`config.mk`:
```
export PLATFORM = sky130hd
export DESIGN_NAME = delimiter_message_framer
export DESIGN_NICKNAME = d
export VERILOG_FILES = /design/src/rtl/frm_pkg.sv /design/src/rtl/delimiter_message_framer.sv /design/src/rtl/frm_front.sv /design/src/rtl/frm_queue.sv /design/src/rtl/frm_back.sv
export SDC_FILE = /design/constraint.sdc
export NUM_CORES = 1
export LEC_CHECK = 0
export BUFFER_PORTS_ARGS = -buffer_cell sky130_fd_sc_hd__buf_2
export CAP_MARGIN = 0
export CORE_UTILIZATION = 56
export CTS_CLUSTER_DIAMETER = 40
export DETAILED_ROUTE_END_ITERATION = 12
export PLACE_DENSITY = 0.75
export SETUP_SLACK_MARGIN = 0.05
export SKIP_LAST_GASP = 1
export SYNTH_ARGS = -nofsm -noshare
export SYNTH_HDL_FRONTEND = slang
export SYNTH_SLANG_ARGS = --single-unit
```
`constraint.sdc`:
```
create_clock -name clk -period 4.8 [get_ports clk]
set_input_delay 0.48 -clock clk [delete_from_list [all_inputs] [get_ports clk]]
set_output_delay 0.48 -clock clk [all_outputs]
set_load 0.05 [all_outputs]
```
`src/rtl/frm_pkg.sv`:
```
// ----------------------------------------------------------------------------
// frm_pkg
// Shared types and constants for the delimiter message framer.
// ----------------------------------------------------------------------------
`default_nettype none

package frm_pkg;

    localparam int BUFFER_DEPTH_DEF = 64;
    localparam int MAX_DELIM_DEF    = 8;

    localparam int BYTE_W    = 8;
    localparam int CFG_W     = 64;
    localparam int LEN_W     = 4;
    localparam int CFG_IDX_W = 1;

    // register indexes
    localparam logic [CFG_IDX_W-1:0] REG_DELIM_BYTES  = 1'd0;
    localparam logic [CFG_IDX_W-1:0] REG_DELIM_LENGTH = 1'd1;

    localparam logic [CFG_W-1:0] DELIM_BYTES_RST  = 64'h0000_0000_0000_0A0D;
    localparam logic [LEN_W-1:0] DELIM_LENGTH_RST = 4'd2;

    typedef enum logic [1:0] {
        JOB_DATA,
        JOB_EMPTY,
        JOB_OVF
    } job_kind_t;

    // one completed message, handed from the front to the back
    typedef struct packed {
        job_kind_t kind;
        logic      bank;
    } job_t;

    // back tells the front that a buffer bank has been fully read out
    typedef struct packed {
        logic valid;
        logic bank;
    } rel_t;

endpackage

`default_nettype wire

```
`src/rtl/delimiter_message_framer.sv`:
```
// ----------------------------------------------------------------------------
// delimiter_message_framer
// Splits a received byte stream into messages ended by a configurable
// delimiter of 1 to MAX_DELIMITER bytes and replays each message's bytes.
// ----------------------------------------------------------------------------
//
//  channel   | handshake              | payload
//  ----------+------------------------+-------------------------------------
//  input     | in_valid / in_ready    | rx_byte
//  output    | out_valid / out_ready  | message_byte, last_byte,
//            |                        | empty_message, overflowed
//  config    | cfg_write (no wait)    | cfg_index, cfg_data
//
//  Input: one byte per cycle while in_ready is high; each byte's store
//  write and delimiter compare in the front finish in the accept cycle.
//  Output: a completed message is popped from the job queue, then its
//  bytes are replayed with one store read a cycle while out_ready does
//  not stall the output register; an empty or overflow message gives
//  its single item.
//  in_ready drops while the two-entry job queue is full or while the
//  store bank the front would fill is still being replayed.
//  Reset clears all control state; the store needs no clearing pass.
//
`default_nettype none

module delimiter_message_framer #(
    parameter int BUFFER_DEPTH  = frm_pkg::BUFFER_DEPTH_DEF,
    parameter int MAX_DELIMITER = frm_pkg::MAX_DELIM_DEF
) (
    input  logic                          clk,
    input  logic                          rst_n,
    input  logic                          cfg_write,
    input  logic [frm_pkg::CFG_IDX_W-1:0] cfg_index,
    input  logic [frm_pkg::CFG_W-1:0]     cfg_data,
    input  logic                          in_valid,
    output logic                          in_ready,
    input  logic [frm_pkg::BYTE_W-1:0]    rx_byte,
    output logic                          out_valid,
    input  logic                          out_ready,
    output logic [frm_pkg::BYTE_W-1:0]    message_byte,
    output logic                          last_byte,
    output logic                          empty_message,
    output logic                          overflowed
);
    import frm_pkg::*;

    localparam int CNT_W  = $clog2(BUFFER_DEPTH + 1);
    localparam int ADDR_W = $clog2(BUFFER_DEPTH);

    // front -> queue
    logic             push, q_full;
    job_t             push_job;
    logic [CNT_W-1:0] push_len;

    // queue -> back
    logic             pop, q_valid;
    job_t             head_job;
    logic [CNT_W-1:0] head_len;

    // store write path and bank release
    logic              wr_en;
    logic [ADDR_W:0]   wr_addr;
    logic [BYTE_W-1:0] wr_data;
    rel_t              rel;

    // Front: takes bytes, writes the store bank it owns, tracks the
    // delimiter match and queues one job per completed message.
    frm_front #(
        .BUFFER_DEPTH  (BUFFER_DEPTH),
        .MAX_DELIMITER (MAX_DELIMITER),
        .CNT_W         (CNT_W),
        .ADDR_W        (ADDR_W)
    ) u_front (
        .clk       (clk),
        .rst_n     (rst_n),
        .cfg_write (cfg_write),
        .cfg_index (cfg_index),
        .cfg_data  (cfg_data),
        .in_valid  (in_valid),
        .in_ready  (in_ready),
        .rx_byte   (rx_byte),
        .q_full    (q_full),
        .q_push    (push),
        .q_job     (push_job),
        .q_len     (push_len),
        .rel       (rel),
        .wr_en     (wr_en),
        .wr_addr   (wr_addr),
        .wr_data   (wr_data)
    );

    frm_queue #(
        .CNT_W (CNT_W)
    ) u_queue (
        .clk      (clk),
        .rst_n    (rst_n),
        .push     (push),
        .push_job (push_job),
        .push_len (push_len),
        .pop      (pop),
        .full     (q_full),
        .valid    (q_valid),
        .head_job (head_job),
        .head_len (head_len)
    );

    // Back: owns the store, replays a job through the output register and
    // hands the bank back to the front after its last byte.
    frm_back #(
        .BUFFER_DEPTH (BUFFER_DEPTH),
        .CNT_W        (CNT_W),
        .ADDR_W       (ADDR_W)
    ) u_back (
        .clk           (clk),
        .rst_n         (rst_n),
        .wr_en         (wr_en),
        .wr_addr       (wr_addr),
        .wr_data       (wr_data),
        .q_valid       (q_valid),
        .q_job         (head_job),
        .q_len         (head_len),
        .q_pop         (pop),
        .rel           (rel),
        .out_valid     (out_valid),
        .out_ready     (out_ready),
        .message_byte  (message_byte),
        .last_byte     (last_byte),
        .empty_message (empty_message),
        .overflowed    (overflowed)
    );

endmodule

`default_nettype wire

```
`src/rtl/frm_front.sv`:
```
// ----------------------------------------------------------------------------
// frm_front
// Accepts received bytes, stores them and matches the delimiter; queues a
// job for each completed message.
// ----------------------------------------------------------------------------
`default_nettype none

module frm_front #(
    parameter int BUFFER_DEPTH  = frm_pkg::BUFFER_DEPTH_DEF,
    parameter int MAX_DELIMITER = frm_pkg::MAX_DELIM_DEF,
    parameter int CNT_W         = $clog2(BUFFER_DEPTH + 1),
    parameter int ADDR_W        = $clog2(BUFFER_DEPTH)
) (
    input  logic                            clk,
    input  logic                            rst_n,
    input  logic                            cfg_write,
    input  logic [frm_pkg::CFG_IDX_W-1:0]   cfg_index,
    input  logic [frm_pkg::CFG_W-1:0]       cfg_data,
    input  logic                            in_valid,
    output logic                            in_ready,
    input  logic [frm_pkg::BYTE_W-1:0]      rx_byte,
    input  logic                            q_full,
    output logic                            q_push,
    output frm_pkg::job_t                   q_job,
    output logic [CNT_W-1:0]                q_len,
    input  frm_pkg::rel_t                   rel,
    output logic                            wr_en,
    output logic [ADDR_W:0]                 wr_addr,
    output logic [frm_pkg::BYTE_W-1:0]      wr_data
);
    import frm_pkg::*;

    localparam int DLM_W = BYTE_W * MAX_DELIMITER;

    logic [DLM_W-1:0] dlm_bytes_reg;
    logic [LEN_W-1:0] dlm_len_reg;
    logic [CNT_W-1:0] count_reg, count_next;
    logic [LEN_W-1:0] match_reg, match_next;
    logic             ovf_reg, ovf_next;
    logic             bank_reg, bank_next;
    logic [1:0]       busy_reg, busy_next;

    logic [LEN_W-1:0]  len, pos, pos_inc;
    logic [BYTE_W-1:0] want;
    logic              accept, hit, done, room;
    logic [CNT_W-1:0]  count_inc, len_ext, msg_len;

    always_comb
    begin
        if (dlm_len_reg == '0)
            len = LEN_W'(1);
        else if (dlm_len_reg > LEN_W'(MAX_DELIMITER))
            len = LEN_W'(MAX_DELIMITER);
        else
            len = dlm_len_reg;
    end

    assign pos     = (match_reg >= len) ? '0 : match_reg;
    assign want    = BYTE_W'(dlm_bytes_reg >> {pos, 3'b000});
    assign hit     = (rx_byte == want);
    assign pos_inc = pos + LEN_W'(1);
    assign done    = hit && (pos_inc == len);

    assign room      = (count_reg < CNT_W'(BUFFER_DEPTH));
    assign count_inc = room ? count_reg + CNT_W'(1) : count_reg;
    assign len_ext   = CNT_W'(len);
    assign msg_len   = (count_inc >= len_ext) ? count_inc - len_ext : '0;

    assign in_ready = !q_full && !busy_reg[bank_reg];
    assign accept   = in_valid && in_ready;

    // store write: the dropped byte of a full buffer is not written
    assign wr_en   = accept && room;
    assign wr_addr = {bank_reg, count_reg[ADDR_W-1:0]};
    assign wr_data = rx_byte;

    always_comb
    begin
        q_job.bank = bank_reg;
        if (ovf_reg || !room)
            q_job.kind = JOB_OVF;
        else if (msg_len == '0)
            q_job.kind = JOB_EMPTY;
        else
            q_job.kind = JOB_DATA;
    end
    assign q_len  = msg_len;
    assign q_push = accept && done;

    always_comb
    begin
        count_next = count_reg;
        match_next = match_reg;
        ovf_next   = ovf_reg;
        bank_next  = bank_reg;
        busy_next  = busy_reg;
        if (rel.valid)
            busy_next[rel.bank] = 1'b0;
        if (accept)
        begin
            count_next = count_inc;
            ovf_next   = ovf_reg || !room;
            match_next = hit ? pos_inc : '0;
            if (done)
            begin
                count_next = '0;
                match_next = '0;
                ovf_next   = 1'b0;
                if (q_job.kind == JOB_DATA)
                begin
                    busy_next[bank_reg] = 1'b1;
                    bank_next           = !bank_reg;
                end
            end
        end
        if (cfg_write)
            match_next = '0;
    end

    always_ff @(posedge clk or negedge rst_n)
    begin
        if (!rst_n)
        begin
            dlm_bytes_reg <= DELIM_BYTES_RST[DLM_W-1:0];
            dlm_len_reg   <= DELIM_LENGTH_RST;
            count_reg     <= '0;
            match_reg     <= '0;
            ovf_reg       <= 1'b0;
            bank_reg      <= 1'b0;
            busy_reg      <= '0;
        end
        else
        begin
            count_reg <= count_next;
            match_reg <= match_next;
            ovf_reg   <= ovf_next;
            bank_reg  <= bank_next;
            busy_reg  <= busy_next;
            if (cfg_write)
            begin
                case (cfg_index)
                    REG_DELIM_BYTES:  dlm_bytes_reg <= cfg_data[DLM_W-1:0];
                    REG_DELIM_LENGTH: dlm_len_reg   <= cfg_data[LEN_W-1:0];
                    default:          ;
                endcase
            end
        end
    end

endmodule

`default_nettype wire

```
`src/rtl/frm_queue.sv`:
```
// ----------------------------------------------------------------------------
// frm_queue
// Two-entry job queue between the front and the back.
// ----------------------------------------------------------------------------
`default_nettype none

module frm_queue #(
    parameter int CNT_W = 7
) (
    input  logic             clk,
    input  logic             rst_n,
    input  logic             push,
    input  frm_pkg::job_t    push_job,
    input  logic [CNT_W-1:0] push_len,
    input  logic             pop,
    output logic             full,
    output logic             valid,
    output frm_pkg::job_t    head_job,
    output logic [CNT_W-1:0] head_len
);
    import frm_pkg::*;

    job_t             job_q [2];
    logic [CNT_W-1:0] len_q [2];
    logic             wptr_reg, rptr_reg;
    logic [1:0]       fill_reg;
    logic             do_push, do_pop;

    assign full     = (fill_reg == 2'd2);
    assign valid    = (fill_reg != 2'd0);
    assign do_push  = push && !full;
    assign do_pop   = pop && valid;
    assign head_job = job_q[rptr_reg];
    assign head_len = len_q[rptr_reg];

    always_ff @(posedge clk)
    begin
        if (do_push)
        begin
            job_q[wptr_reg] <= push_job;
            len_q[wptr_reg] <= push_len;
        end
    end

    always_ff @(posedge clk or negedge rst_n)
    begin
        if (!rst_n)
        begin
            wptr_reg <= 1'b0;
            rptr_reg <= 1'b0;
            fill_reg <= 2'd0;
        end
        else
        begin
            if (do_push)
                wptr_reg <= !wptr_reg;
            if (do_pop)
                rptr_reg <= !rptr_reg;
            case ({do_push, do_pop})
                2'b10:   fill_reg <= fill_reg + 2'd1;
                2'b01:   fill_reg <= fill_reg - 2'd1;
                default: fill_reg <= fill_reg;
            endcase
        end
    end

endmodule

`default_nettype wire

```
`src/rtl/frm_back.sv`:
```
// ----------------------------------------------------------------------------
// frm_back
// Holds the two-bank message store and replays completed messages one
// result item at a time into the output register.
// ----------------------------------------------------------------------------
`default_nettype none

module frm_back #(
    parameter int BUFFER_DEPTH = frm_pkg::BUFFER_DEPTH_DEF,
    parameter int CNT_W        = $clog2(BUFFER_DEPTH + 1),
    parameter int ADDR_W       = $clog2(BUFFER_DEPTH)
) (
    input  logic                       clk,
    input  logic                       rst_n,
    input  logic                       wr_en,
    input  logic [ADDR_W:0]            wr_addr,
    input  logic [frm_pkg::BYTE_W-1:0] wr_data,
    input  logic                       q_valid,
    input  frm_pkg::job_t              q_job,
    input  logic [CNT_W-1:0]           q_len,
    output logic                       q_pop,
    output frm_pkg::rel_t              rel,
    output logic                       out_valid,
    input  logic                       out_ready,
    output logic [frm_pkg::BYTE_W-1:0] message_byte,
    output logic                       last_byte,
    output logic                       empty_message,
    output logic                       overflowed
);
    import frm_pkg::*;

    localparam int MEM_DEPTH = 2 << ADDR_W;

    typedef enum logic [1:0] {
        ST_IDLE,
        ST_SINGLE,
        ST_DATA
    } state_t;

    logic [BYTE_W-1:0] mem [MEM_DEPTH];
    logic [BYTE_W-1:0] rdata_reg;

    state_t            state_reg;
    job_t              job_reg;
    logic [CNT_W-1:0]  len_reg, idx_reg;
    logic              out_valid_reg, last_reg, empty_reg, ovf_reg;
    logic [BYTE_W-1:0] byte_reg;

    logic              out_free, rd_en, tail, load;
    logic [ADDR_W:0]   rd_addr;

    assign out_free = !out_valid_reg || out_ready;
    assign tail     = (idx_reg == len_reg);
    assign q_pop    = (state_reg == ST_IDLE) && q_valid;
    // a new item enters the output register this cycle
    assign load     = (state_reg inside {ST_SINGLE, ST_DATA}) && out_free;

    always_comb
    begin
        rd_en   = 1'b0;
        rd_addr = {job_reg.bank, idx_reg[ADDR_W-1:0]};
        case (state_reg)
            ST_IDLE:
            begin
                if (q_valid && q_job.kind == JOB_DATA)
                begin
                    rd_en   = 1'b1;
                    rd_addr = {q_job.bank, {ADDR_W{1'b0}}};
                end
            end
            ST_DATA:
                rd_en = out_free && !tail;
            default: ;
        endcase
    end

    // bank is free once its last byte has moved into the output register
    assign rel.valid = (state_reg == ST_DATA) && out_free && tail;
    assign rel.bank  = job_reg.bank;

    always_ff @(posedge clk)
    begin
        if (wr_en)
            mem[wr_addr] <= wr_data;
    end

    always_ff @(posedge clk)
    begin
        if (rd_en)
            rdata_reg <= mem[rd_addr];
    end

    always_ff @(posedge clk or negedge rst_n)
    begin
        if (!rst_n)
        begin
            state_reg     <= ST_IDLE;
            out_valid_reg <= 1'b0;
            job_reg       <= '{kind: JOB_DATA, bank: 1'b0};
            len_reg       <= '0;
            idx_reg       <= '0;
            byte_reg      <= '0;
            last_reg      <= 1'b0;
            empty_reg     <= 1'b0;
            ovf_reg       <= 1'b0;
        end
        else
        begin
            if (out_ready && !load)
                out_valid_reg <= 1'b0;
            case (state_reg)
                ST_IDLE:
                begin
                    if (q_valid)
                    begin
                        job_reg <= q_job;
                        len_reg <= q_len;
                        idx_reg <= CNT_W'(1);
                        state_reg <= (q_job.kind == JOB_DATA) ? ST_DATA : ST_SINGLE;
                    end
                end
                ST_SINGLE:
                begin
                    if (out_free)
                    begin
                        out_valid_reg <= 1'b1;
                        byte_reg      <= '0;
                        last_reg      <= 1'b1;
                        empty_reg     <= (job_reg.kind == JOB_EMPTY);
                        ovf_reg       <= (job_reg.kind == JOB_OVF);
                        state_reg     <= ST_IDLE;
                    end
                end
                ST_DATA:
                begin
                    if (out_free)
                    begin
                        out_valid_reg <= 1'b1;
                        byte_reg      <= rdata_reg;
                        last_reg      <= tail;
                        empty_reg     <= 1'b0;
                        ovf_reg       <= 1'b0;
                        if (tail)
                            state_reg <= ST_IDLE;
                        else
                            idx_reg <= idx_reg + CNT_W'(1);
                    end
                end
                default:
                    state_reg <= ST_IDLE;
            endcase
        end
    end

    assign out_valid     = out_valid_reg;
    assign message_byte  = byte_reg;
    assign last_byte     = last_reg;
    assign empty_message = empty_reg;
    assign overflowed    = ovf_reg;

endmodule

`default_nettype wire

```
==> results by stage <==
Outcome:
- The flow ran to the end, and the final reports show no timing, DRC or antenna violations.

Timing:
- The final max-slew violation count was 0.
- The total negative setup slack is 0 ns.
- Setup repair after global routing left no endpoint under its margin.
- Clock skew on the completed layout was measured at roughly 0.025 ns.
- The final hold violation count is 0.
- Subtracting the final worst setup slack from the clock period gives ~4.5 ns.
- The final number of setup-violating endpoints is 0.
- At the pin with the least slew margin, the transition time is around 1.2 ns.
- In the finished design, the share of the clock period the worst path needs comes to 93.6%.
- The upper clock frequency limit is around 220 MHz.
- The worst slew margin relative to its limit is 20.0%.

Worst setup path:
- The most critical setup path has its startpoint at u_front.dlm_len_reg[2]$_DFFE_PN0P_.
- Counting stages on the worst path, the most repeated cell is nor2_1.
- The critical path endpoint is u_queue.fill_reg[1]$_DFFE_PN0P_.
- The number of buffer and inverter stages on the critical path is 1.
- The standard cell with the maximum stage delay on the critical path is a211oi_4.
- For the worst setup path, the data required time is between 5 and 6 ns.
- The startpoint of the worst-slack reg-to-reg timing path is u_front.dlm_len_reg[2]$_DFFE_PN0P_.
- The launching element type of the critical path is a register.
- The largest single stage delay on the critical path is approximately 0.47 ns.
- The number of cells on the worst reg-to-reg path is 17.
- The cell type group with the largest total delay on the critical path is simple AND/OR/NAND/NOR gates.
- The critical path runs through a total of 17 cells.
- The worst reg2reg path endpoint is u_queue.fill_reg[1]$_DFFE_PN0P_.
- The capturing element type of the critical path is a register.
- Walking the worst path, the cells encountered are nor2_1 > nor2_1 > nor2_1 > ha_1 > or3b_4 > a211oi_4 > buf_4 > a221oi_1 > a21oi_1 > mux2i_1 > a221o_1 > nand4_1 > nor3_4 > nand2_1 > ha_1 > nor2_1 > xor2_1.
- The worst endpoint data arrival time is just over 5 ns.
- The slack of the worst reg-to-reg path is approximately 0.31 ns.
- The critical path is of the register to register type.
- The highest fanout seen on the critical path is 9.

Final layout:
- The flip-flop count of the largest register after layout is between 1000 and 1500.
- Relative to the synthesized area, the layout overhead comes to 15.0%.
- The top cell types in the final layout, fill and taps aside, are edfxtp_1 (1052), nand2_1 (412), nor2_1 (179).
- The fraction of final layout cells with drive strength greater than 1 is 18.0%.
- The number of nets in the layout is 3307.
- Leaving out fill and tap cells, the most frequent cell in the layout is edfxtp_1.
- The utilization after layout is 64.9%.

Synthesis:
- The cell accounting for the most synthesized area is edfxtp_1.
- After synthesis, the mean cell area works out to ~16 sq um.
- The number of synthesized flops with an enable pin is ~1100.
- By area the synthesized netlist is led by edfxtp_1 (67%), dfrtp_1 (5.9%), mux4_2 (4.7%).
- The number of synthesized register bits is 1170.
- In this run the biggest area consumer among cell types represents between 60 and 70% of the synthesized area.
- The number of different library cells in the post-synthesis netlist is 76.
- The netlist area before placement is about 47000 sq um.
- After synthesis, the share of flip-flops with an asynchronous set or reset is 10.1%.
- The count of yosys warnings during synthesis is 0.
- Counting every instance in the synthesized netlist gives about 3000.
- The most used flip-flop cell after synthesis is edfxtp_1.
- When the netlist entered floorplanning its net count stood at 3126.
- The sequential cell area fraction in the yosys report is about three quarters.

Job:
- The number of max-capacitance violations reported is 0.

Floorplan:
- The width of the die is 292 um.
- The number of rows in the core area is 106.
- During I/O placement, the number of pins put on the boundary was 91.
- The initial standard-cell utilization of the core is between 50% and 60%.
- The vertical die dimension is just under 300 um.
- In this run the standard cell core region covers 83400 sq um.
- The die covers between 80000 and 90000 sq um.

Power:
- Across the VDD grid, the largest voltage drop is between 300 and 400 uV.
- The leakage power is approximately 0.018 uW.
- The ratio of total power to cell area is between 500 and 600 nW/um^2.

Hold path:
- The class of the most critical hold timing path is primary input to register.

CTS:
- Clock-pin slew was measured on the worst setup and hold paths at ~0.06 ns.
- The number of H-tree branching levels is 4.
- The maximum root-to-sink buffer count is 3.
- Clock tree synthesis inserted a total of about 140 buffers.
- The clock reaches the later pin of the worst-skew pair after 0.73 ns.
- The TritonCTS clock tree is done.
- The number of clock sinks is 1170.
- The buffer type at the clock tree root is clkbuf_16.

Route:
- Summing over every cut layer, the via total after detailed routing is 28300.
- The detail route stage leaves a number of antenna-violating nets equal to 0.
- The final layout contains routed wiring with a total length of around 120 mm.
- The number of iterations in the first detailed-routing pass is 7.
- After detailed routing, the number of vias per cell comes to approximately 6.4.
- For this run, design rule violations remaining after detail routing come to 0.
- The detailed-route wire length per cell is 26.5 um.
- The violation count after the first detailed-route iteration is 3673.

Global routing:
- The total congestion overflow is 0.
- The wire length of the first global-routing pass is about 180 mm.
- The via count of the first global-routing pass is around 29000.
- The maximum number of pins on one net before global-route repair is roughly 100.
- The total track usage is approximately 28%.
- The number of antenna violations at the first check in global routing came to 2.

Place:
- Routability-driven placement finished with a final weighted congestion of 0.895.
- The wire-length estimate of the detail-placed layout is 69.3 mm.
- The total of buffers placed on input and output ports is 90.
[kinds of logic after synthesis]
logic type | share of synthesized area [%]
AO/OA/AOI/OAI | 7.40
buffers and inverters | 1.75
flip-flops | 73.3
adder cells (fa/ha/maj) | 0.441
multiplexers | 9.17
AND/OR/NAND/NOR | 7.30
XOR/XNOR | 0.595
[power breakdown]
group	switching (uW)	internal, uW
Sequential	292	11500
Combinational	4480	2550
Clock	4240	6050
Total	9010	20100
[cell type report]
class                   instances  area, sq um
clock inverters                90         1010
flip-flops and latches       1170        34600
multi-input cells            1650        11800
inverters                      22         82.6
fillers                      5536        29200
repair buffers                231         1840
diodes                          1         2.50
well taps                    1080         1350
clock buffers                 156         3530
[how the worst min path moves through the flow]
stage / depth (start not counted) / end / start / slack [ns]
detailed placement: 1 / u_back.last_byte$_DFFE_PN0P_ / u_back.last_byte$_DFFE_PN0P_ / 0.46
CTS: 2 / u_front.dlm_bytes_reg[0]$_DFFE_PN1P_ / cfg_data[0] / 0.005
global route: 2 / u_front.dlm_len_reg[0]$_DFFE_PN0P_ / cfg_data[0] / 0.04
finish: 2 / u_front.dlm_len_reg[0]$_DFFE_PN0P_ / cfg_data[0] / 0.08
global placement: 1 / u_front.dlm_bytes_reg[40]$_DFFE_PN0P_ / rst_n / 0.46
floorplan: 0 / u_back.empty_message$_DFFE_PN0P_ / rst_n / 0.18
[through the flow]
stage	std cells	hold slack (ns)	setup slack, ns	total power, uW	instance area, sq um
2_1_floorplan	3032	0.184	0.329	16400	47100
3_3_place_gp	4088	0.458	0.439	18800	49000
3_5_place_dp	4088	0.460	0.339	18900	49000
4_1_cts	4398	0.00528	0.293	29200	54200
5_1_grt	4400	0.0377	0.0636	30100	54200
6_report	4400	0.0797	0.308	29200	54200
[layer usage]
layer	track usage [%]	share of wire, %
met5	0	0.011
met1	36.2	38
met2	45.1	50
met4	10.5	3.5
met3	6.23	9.2
[cells in the mapped netlist, types with 64 or more instances]
cell	count
clkbuf_1	141
o22ai_1	99
edfxtp_1	1052
mux2_2	72
dfrtp_1	112
a21oi_1	108
nand3_1	81
nand2_1	415
mux4_2	99
nor2_1	179
a311oi_1	64
mux2i_1	128
o21ai_0	64
[timing repair]
action,in CTS,in global routing
setup buffers,0,1
hold endpoints to repair,99,0
setup endpoints to repair,0,11
hold buffers,64,0
resized for setup,0,1
No activity file was read; power rests on OpenSTA's default activity.
